[config.mk]
export PLATFORM = sky130hd
export DESIGN_NAME = simple_path_enumerator
export DESIGN_NICKNAME = d
export VERILOG_FILES = /design/src/rtl/core/spe_pkg.sv /design/src/rtl/core/spe_stack_mem.sv /design/src/rtl/core/simple_path_enumerator.sv
export SDC_FILE = /design/constraint.sdc
export NUM_CORES = 1
export LEC_CHECK = 0
export BUFFER_PORTS_ARGS = -buffer_cell sky130_fd_sc_hd__buf_4
export CAP_MARGIN = 5
export CORE_MARGIN = 4
export CORE_UTILIZATION = 27
export CTS_CLUSTER_DIAMETER = 50
export CTS_CLUSTER_SIZE = 40
export DETAILED_ROUTE_END_ITERATION = 8
export PLACE_DENSITY = 0.46
export SLEW_MARGIN = 0
export SYNTH_ARGS = -nofsm -noshare
export SYNTH_HDL_FRONTEND = slang
export SYNTH_SLANG_ARGS = --single-unit
[constraint.sdc]
create_clock -name clk -period 5.1 [get_ports clk]
set_input_delay 1.02 -clock clk [delete_from_list [all_inputs] [get_ports clk]]
set_output_delay 1.02 -clock clk [all_outputs]
set_load 0.05 [all_outputs]
[src/rtl/core/spe_pkg.sv]
`timescale 1ns / 1ps
// ----------------------------------------------------------------------------
// spe_pkg
// Shared types and constants for the simple path enumerator: the stack
// entry layout, the stack memory request bundle and the sequencer states.
// ----------------------------------------------------------------------------
package spe_pkg;

	localparam int NODE_W  = 3;
	localparam int NBR_W   = 4;
	localparam int SLOTS   = 8;
	localparam int DEPTH_W = 4;
	localparam int ADDR_W  = 3;
	localparam int PATH_W  = NODE_W * SLOTS;

	localparam logic CMD_START = 1'b0;
	localparam logic CMD_NEXT  = 1'b1;

	typedef logic [NODE_W-1:0]  node_t;
	typedef logic [SLOTS-1:0]   mask_t;
	typedef logic [DEPTH_W-1:0] depth_t;
	typedef logic [ADDR_W-1:0]  addr_t;

	// one level of the depth-first stack
	typedef struct packed {
		node_t             node;
		logic [NBR_W-1:0]  nbr;
	} stk_entry_t;

	// one write port and one read port per cycle
	typedef struct packed {
		logic       we;
		addr_t      waddr;
		stk_entry_t wdata;
		logic       re;
		addr_t      raddr;
	} stk_req_t;

	typedef enum logic [2:0] {
		ST_IDLE,
		ST_WALK,
		ST_SCAN,
		ST_PUSH,
		ST_DUMP_RD,
		ST_DUMP_CAP
	} state_t;

endpackage

[src/rtl/core/spe_stack_mem.sv]
`timescale 1ns / 1ps
// ----------------------------------------------------------------------------
// spe_stack_mem
// Depth-first stack storage: node and next-neighbour index per level,
// one write and one registered read per cycle.
// ----------------------------------------------------------------------------
module spe_stack_mem
	import spe_pkg::*;
(
	input  logic       clk,
	input  stk_req_t   req,
	output stk_entry_t rd_data
);

	stk_entry_t mem_q [SLOTS];

	always_ff @(posedge clk) begin
		if (req.we) begin
			mem_q[req.waddr] <= req.wdata;
		end
	end

	always_ff @(posedge clk) begin
		if (req.re) begin
			rd_data <= mem_q[req.raddr];
		end
	end

endmodule

[src/rtl/core/simple_path_enumerator.sv]
`timescale 1ns / 1ps
// ----------------------------------------------------------------------------
// simple_path_enumerator
// Lists every simple path between two nodes of a directed graph, one path
// per command, by walking an explicit depth-first stack held in memory.
// ----------------------------------------------------------------------------
// Usage:
//   Load adjacency rows through the cfg channel (index = row, data bit j =
//   edge to node j); cfg_ready is always high, write only while idle.
//   A command transaction is taken when start is high and busy is low.
//   command 0 loads source_node/target_node_in and returns the first path;
//   command 1 returns the following path, or path_found = 0 when exhausted.
//   The result shows for exactly one cycle with done high, in the first
//   cycle with busy low again; a new command may be issued in that same cycle.
// Search steps (from acceptance to done):
//   each neighbour tried takes a stack read (WALK) and a read-modify-write
//   (SCAN); each level popped takes a stack read and the pop; each push has
//   its own state (PUSH); WALK finds the stack empty when the search runs
//   out; the path is read back out of the stack memory with a read and a
//   capture per node (DUMP_RD, DUMP_CAP), then the result is registered. A
//   start with an invalid endpoint, or a next without an active search, answers straight from the idle state.
// Reset clears the adjacency rows and the search state; stack contents are
// not cleared. The receiver cannot stall; results are never held.
// ----------------------------------------------------------------------------
module simple_path_enumerator
	import spe_pkg::*;
#(
	parameter int NODES = 8
) (
	input  logic                clk,
	input  logic                arst_n,
	input  logic                start,
	output logic                busy,
	input  logic                command,
	input  logic [NODE_W-1:0]   source_node,
	input  logic [NODE_W-1:0]   target_node_in,
	output logic                done,
	output logic [PATH_W-1:0]   path_nodes,
	output logic [DEPTH_W-1:0]  path_length,
	output logic                path_found,
	input  logic                cfg_valid,
	output logic                cfg_ready,
	input  logic [ADDR_W-1:0]   cfg_index,
	input  logic [SLOTS-1:0]    cfg_data
);

	localparam logic [NBR_W-1:0] NODES_N = NBR_W'(NODES);

	state_t      state_q, state_d;
	logic [SLOTS-1:0] adj_q [SLOTS];
	depth_t      depth_q, depth_d;
	mask_t       mask_q, mask_d;
	node_t       goal_q, goal_d;
	logic        active_q, active_d;
	node_t       cand_q, cand_d;
	addr_t       dump_k_q, dump_k_d;
	logic [PATH_W-1:0]  path_q, path_d;
	depth_t      len_q, len_d;
	logic        found_q, found_d;
	logic        done_q, done_d;

	stk_req_t    req;
	stk_entry_t  rd_data;
	addr_t       lvl;
	node_t       top;
	logic [NBR_W-1:0] nbr;

	spe_stack_mem u_stack (
		.clk     (clk),
		.req     (req),
		.rd_data (rd_data)
	);

	assign cfg_ready   = 1'b1;
	assign busy        = (state_q != ST_IDLE);
	assign done        = done_q;
	assign path_nodes  = path_q;
	assign path_length = len_q;
	assign path_found  = found_q;

	assign lvl = ADDR_W'(depth_q - depth_t'(1));
	assign top = rd_data.node;
	assign nbr = rd_data.nbr;

	always_ff @(posedge clk or negedge arst_n) begin
		if (!arst_n) begin
			for (int r = 0; r < SLOTS; r++) begin
				adj_q[r] <= '0;
			end
		end else if (cfg_valid && cfg_ready) begin
			adj_q[cfg_index] <= cfg_data;
		end
	end

	always_ff @(posedge clk or negedge arst_n) begin
		if (!arst_n) begin
			state_q <= ST_IDLE;
		end else begin
			state_q <= state_d;
		end
	end

	always_ff @(posedge clk or negedge arst_n) begin
		if (!arst_n) begin
			depth_q  <= '0;
			mask_q   <= '0;
			goal_q   <= '0;
			active_q <= 1'b0;
			done_q   <= 1'b0;
		end else begin
			depth_q  <= depth_d;
			mask_q   <= mask_d;
			goal_q   <= goal_d;
			active_q <= active_d;
			done_q   <= done_d;
		end
	end

	always_ff @(posedge clk) begin
		cand_q   <= cand_d;
		dump_k_q <= dump_k_d;
		path_q   <= path_d;
		len_q    <= len_d;
		found_q  <= found_d;
	end

	always_comb begin
		state_d  = state_q;
		depth_d  = depth_q;
		mask_d   = mask_q;
		goal_d   = goal_q;
		active_d = active_q;
		cand_d   = cand_q;
		dump_k_d = dump_k_q;
		path_d   = path_q;
		len_d    = len_q;
		found_d  = found_q;
		done_d   = 1'b0;
		req      = '0;

		case (state_q)
			ST_IDLE: begin
				if (start) begin
					if (command == CMD_START) begin
						goal_d  = target_node_in;
						depth_d = '0;
						mask_d  = '0;
						if ({1'b0, source_node} >= NODES_N ||
						    {1'b0, target_node_in} >= NODES_N) begin
							active_d = 1'b0;
							path_d   = '0;
							len_d    = '0;
							found_d  = 1'b0;
							done_d   = 1'b1;
						end else begin
							// push the source at level zero
							active_d        = 1'b1;
							req.we          = 1'b1;
							req.waddr       = '0;
							req.wdata.node  = source_node;
							req.wdata.nbr   = (source_node == target_node_in) ?
							                  NODES_N : '0;
							mask_d          = mask_t'(1) << source_node;
							depth_d         = depth_t'(1);
							if (source_node == target_node_in) begin
								dump_k_d = '0;
								path_d   = '0;
								state_d  = ST_DUMP_RD;
							end else begin
								state_d = ST_WALK;
							end
						end
					end else if (active_q) begin
						state_d = ST_WALK;
					end else begin
						path_d  = '0;
						len_d   = '0;
						found_d = 1'b0;
						done_d  = 1'b1;
					end
				end
			end
			ST_WALK: begin
				if (depth_q == '0) begin
					active_d = 1'b0;
					path_d   = '0;
					len_d    = '0;
					found_d  = 1'b0;
					done_d   = 1'b1;
					state_d  = ST_IDLE;
				end else begin
					req.re    = 1'b1;
					req.raddr = lvl;
					state_d   = ST_SCAN;
				end
			end
			ST_SCAN: begin
				if (nbr >= NODES_N) begin
					// neighbours done: pop the level
					mask_d  = mask_q & ~(mask_t'(1) << top);
					depth_d = depth_q - depth_t'(1);
					state_d = ST_WALK;
				end else begin
					req.we         = 1'b1;
					req.waddr      = lvl;
					req.wdata.node = top;
					req.wdata.nbr  = nbr + NBR_W'(1);
					if (adj_q[top][nbr[ADDR_W-1:0]] && !mask_q[nbr[ADDR_W-1:0]]) begin
						cand_d  = nbr[NODE_W-1:0];
						state_d = ST_PUSH;
					end else begin
						state_d = ST_WALK;
					end
				end
			end
			ST_PUSH: begin
				req.we         = 1'b1;
				req.waddr      = depth_q[ADDR_W-1:0];
				req.wdata.node = cand_q;
				// never extend past the goal
				req.wdata.nbr  = (cand_q == goal_q) ? NODES_N : '0;
				mask_d         = mask_q | (mask_t'(1) << cand_q);
				depth_d        = depth_q + depth_t'(1);
				if (cand_q == goal_q) begin
					dump_k_d = '0;
					path_d   = '0;
					state_d  = ST_DUMP_RD;
				end else begin
					state_d = ST_WALK;
				end
			end
			ST_DUMP_RD: begin
				req.re    = 1'b1;
				req.raddr = dump_k_q;
				state_d   = ST_DUMP_CAP;
			end
			ST_DUMP_CAP: begin
				path_d = path_q | (PATH_W'(top) << (NODE_W * 32'(dump_k_q)));
				if (({1'b0, dump_k_q} + depth_t'(1)) == depth_q) begin
					len_d   = depth_q;
					found_d = 1'b1;
					done_d  = 1'b1;
					state_d = ST_IDLE;
				end else begin
					dump_k_d = dump_k_q + addr_t'(1);
					state_d  = ST_DUMP_RD;
				end
			end
			default: begin
				state_d = ST_IDLE;
			end
		endcase
	end

endmodule

==> run summary <==
========================================================================================================
CP cell instances                                                                           inv_1 > ha_1 > or3b_4 > a32oi_4 > buf_4 > mux2i_1 > mux2i_1 > mux2_2
CP startpoint kind                                                                             flip-flop
Initial antenna violation count                                                                        0
Area leader, netlist                                                                        sky130_fd_sc_hd__edfxtp_1
Pins over their slew limit                                                                             0
WP data arrival                                                                                  3.50 ns
Minimum clock period                                                                            3.320 ns
Number of warnings issued by yosys                                                                     0
Number of I/O pins                                                                                    54
Starting Density                                                                                  27.46%
Post-CTS clock slew at the launch and capture registers of the worst setup and hold paths        0.07 ns
Number of violations reported at the end of detailed-routing iteration 0                             432
CTS resizes                                                                                            0
Filler Cells Inserted                                                                               3212
Slew margin rel.                                                                                  19.36%
Gp weighted congestion                                                                            0.7488
CP peak stage delay                                                                              0.64 ns
Antenna diode count                                                                                    0
Post-synth EDFFs                                                                                      98
Synthesized area per cell                                                                      13.23 um2
Period utilisation layout                                                                         65.09%
Vertical die dimension                                                                          187.6 um
Clock insertion delay at the later pin of the skew report                                        0.43 ns
Fin nets                                                                                             724
Post-route antenna net violation count                                                                 0
CTS Sinks                                                                                            182
Number of hold violations in the final report                                                          0
Type of the tightest min-delay check                                                        flip-flop to flip-flop
Wire length of the first global-routing pass                                                    34240 um
Largest fanout on the critical path                                                                   15
Total leakage power                                                                             4.007 nW
Post-Route Hold Slack                                                                          0.5044 ns
Std cell rows                                                                                         65
Max-cap violations                                                                                     0
Flip-flop cell with the highest count after synthesis                                       sky130_fd_sc_hd__edfxtp_1
DR WL/cell                                                                                      19.40 um
Quantity of hold-fixing buffers added after cts                                                        0
Most used cells in the layout excluding fill and tap cells                                  98 x sky130_fd_sc_hd__edfxtp_1, 84 x sky130_fd_sc_hd__dfrtp_1, 72 x sky130_fd_sc_hd__mux2_2, 61 x sky130_fd_sc_hd__buf_4, 53 x sky130_fd_sc_hd__nor2_1
Via count of the first global-routing pass                                                          5573
Cells after synthesis                                                                                658
Worst Setup End Kind                                                                           flip-flop
Placed wire-length estimate after detailed placement                                            14050 um
Congestion Overflow GR                                                                                 0
Core Area                                                                                      31720 um2
Pin count of the biggest net entering global routing                                                  48
Maximum frequency from static timing analysis                                                 0.3012 GHz
Most common cell on crit path                                                               sky130_fd_sc_hd__mux2i_1
Power density cells                                                                         601.3 nW/um2
H-Tree Level Count                                                                                     4
Top post-synthesis cells by area                                                            sky130_fd_sc_hd__edfxtp_1 34%, sky130_fd_sc_hd__dfrtp_1 24%, sky130_fd_sc_hd__mux2_2 9.3%
Setup tns final                                                                                     0 ns
Number of buffers created by CTS                                                                      17
Required arrival time at the worst endpoint                                                      5.28 ns
Unrepaired setup endpoints after global routing                                                       no
Setup fix buffers added after clock tree synthesis                                                     0
Drt pass-1 iters                                                                                       7
Post-route DRC violation count                                                                         0
Syn Nets                                                                                             685
Via total after detailed routing                                                                    5490
Max Root-Sink Buffers                                                                                  2
Total standard cell area after synthesis                                                        8708 um2
Async set-or-reset flop fraction in the synthesized netlist                                       46.15%
Slowest CP cell                                                                             sky130_fd_sc_hd__a32oi_4
Layout area overhead                                                                              15.32%
Maximum clock skew at final layout                                                            0.01363 ns
Number of synthesized register bits                                                                  182
GRT Overall Usage                                                                                 12.48%
Result of the run                                                                           finished clean
Seq/Total Area, Yosys                                                                             57.93%
Number of different library cells in the post-synthesis netlist                                       59
Yosys top cell area share                                                                         33.79%
Via-to-Cell Ratio                                                                                  4.937
Clock tree from TritonCTS                                                                            yes
VDD IR max                                                                                     0.2546 mV
Count of input and output buffers                                                                     52
Root buffer selected by CTS                                                                 sky130_fd_sc_hd__clkbuf_16
Finish-stage setup viols                                                                               0
Transition time at the pin with the least slew margin                                           1.208 ns
Die span in x                                                                                   187.6 um
Crit Path Class                                                                             flip-flop to flip-flop
Total wirelength of the detailed-routed design                                                  21570 um
Most common cell after layout, fill and taps aside                                          sky130_fd_sc_hd__edfxtp_1
Die footprint                                                                                  35190 um2
Ratio of cells with drive above 1 in the final layout                                             27.04%
========================================================================================================
==> synthesized netlist by cell type (3+ instances only) <==
library cell / count
sky130_fd_sc_hd__nor3_1: 5
sky130_fd_sc_hd__mux2_2: 72
sky130_fd_sc_hd__nand4_1: 4
sky130_fd_sc_hd__edfxtp_1: 98
sky130_fd_sc_hd__buf_12: 3
sky130_fd_sc_hd__nand4b_1: 6
sky130_fd_sc_hd__or3_1: 3
sky130_fd_sc_hd__mux2i_1: 52
sky130_fd_sc_hd__xor2_1: 8
sky130_fd_sc_hd__nand2_1: 35
sky130_fd_sc_hd__nor2_1: 53
sky130_fd_sc_hd__ha_1: 5
sky130_fd_sc_hd__nor3b_2: 4
sky130_fd_sc_hd__nor4_1: 4
sky130_fd_sc_hd__nand3b_1: 3
sky130_fd_sc_hd__nand2b_1: 4
sky130_fd_sc_hd__o21ai_0: 20
sky130_fd_sc_hd__buf_1: 4
sky130_fd_sc_hd__o31ai_1: 8
sky130_fd_sc_hd__and2_1: 6
sky130_fd_sc_hd__nor2b_1: 12
sky130_fd_sc_hd__a21oi_1: 31
sky130_fd_sc_hd__clkbuf_1: 25
sky130_fd_sc_hd__xnor2_1: 5
sky130_fd_sc_hd__a31oi_1: 19
sky130_fd_sc_hd__nand3_1: 12
sky130_fd_sc_hd__dfrtp_1: 84
sky130_fd_sc_hd__buf_2: 6
sky130_fd_sc_hd__mux4_2: 17
sky130_fd_sc_hd__inv_1: 13
==> kinds of logic (layout without fill, tap and decap cells) <==
group | Yosys count | count (layout) | share of synthesized area (%)
flip-flops | 182 | 182 | 57.93
AO/OA/AOI/OAI | 99 | 99 | 7.285
buffers and inverters | 54 | 106 | 3.190
adder cells (fa/ha/maj) | 5 | 5 | 0.7184
other | 1 | 1 | 0.04306
XOR/XNOR | 13 | 13 | 1.307
multiplexers | 141 | 141 | 19.68
AND/OR/NAND/NOR | 163 | 163 | 9.842
==> per-stage QoR <==
stage / utilization, % / power (W) / cells / worst slack, ns / instance area [um2]
3_5_place_dp: 29.80 / 0.004775 / 1080 / 1.759 / 9452
4_1_cts: 31.66 / 0.006113 / 1112 / 1.742 / 10040
6_report: 31.66 / 0.006039 / 1112 / 1.780 / 10040
2_1_floorplan: - / 0.004092 / 658 / 2.228 / 8708
3_3_place_gp: 29.80 / 0.004774 / 1080 / 1.794 / 9452
5_1_grt: 31.66 / 0.006404 / 1112 / 1.588 / 10040
==> per-layer routing <==
layer,vias to the layer above,part of all wire [%],GRT usage [%]
met5,-,0,0
met4,0,0.56,2.626
met3,10,3.4,2.420
met2,99,49,20.46
met1,2831,47,17.33
li1,2550,-,-
==> flip-flops by register name, indices dropped and copies added (netlist names) <==
| name | count |
|---|---|
| adj_q | 64 |
| u_stack.mem_q | 56 |
| path_nodes | 24 |
| mask_q | 8 |
| u_stack.rd_data | 7 |
| depth_q | 4 |
| path_length | 4 |
| cand_q | 3 |
| dump_k_q | 3 |
| goal_q | 3 |
| state_q | 3 |
| active_q | 1 |
| done | 1 |
| path_found | 1 |
==> final timing paths <==
kind                                       to  cells after the start  slack (ns)        from
min                                  adj_q[1]                      1        0.50    adj_q[1]
max reg2reg                u_stack.rd_data[1]                      8        1.78  depth_q[0]
min in group asynchronous            adj_q[7]                      1        0.60      arst_n
min reg2reg                          adj_q[1]                      1        0.50    adj_q[1]
max                        u_stack.rd_data[1]                      8        1.78  depth_q[0]
max in group asynchronous          depth_q[3]                      2        3.52      arst_n
==> area by class of cell <==
class | instances | area, um2 | area share, %
sequential | 182 | 5045 | 50.24
multi-input combinational | 422 | 3397 | 33.83
tap | 402 | 503.0 | 5.009
timing repair buffer | 61 | 457.9 | 4.560
clock buffer | 17 | 425.4 | 4.236
clock inverter | 15 | 165.2 | 1.645
inverter | 13 | 48.80 | 0.4859
==> critical path: cells and delay by family (launching register included) <==
family | cells | cell delay [ns]
simple gates | 1 | 0.47
flops | 1 | 0.50
compound gates | 1 | 0.64
buf+inv | 2 | 0.56
mux | 3 | 0.60
fa+ha+maj | 1 | 0.30
==> report_power, final <==
| part | internal (W) | switching [W] |
|---|---|---|
| Combinational | 0.000906 | 0.00142 |
| Sequential | 0.00203 | 0.000365 |
| Clock | 0.000658 | 0.000662 |
(Power assumes the default switching activity.)
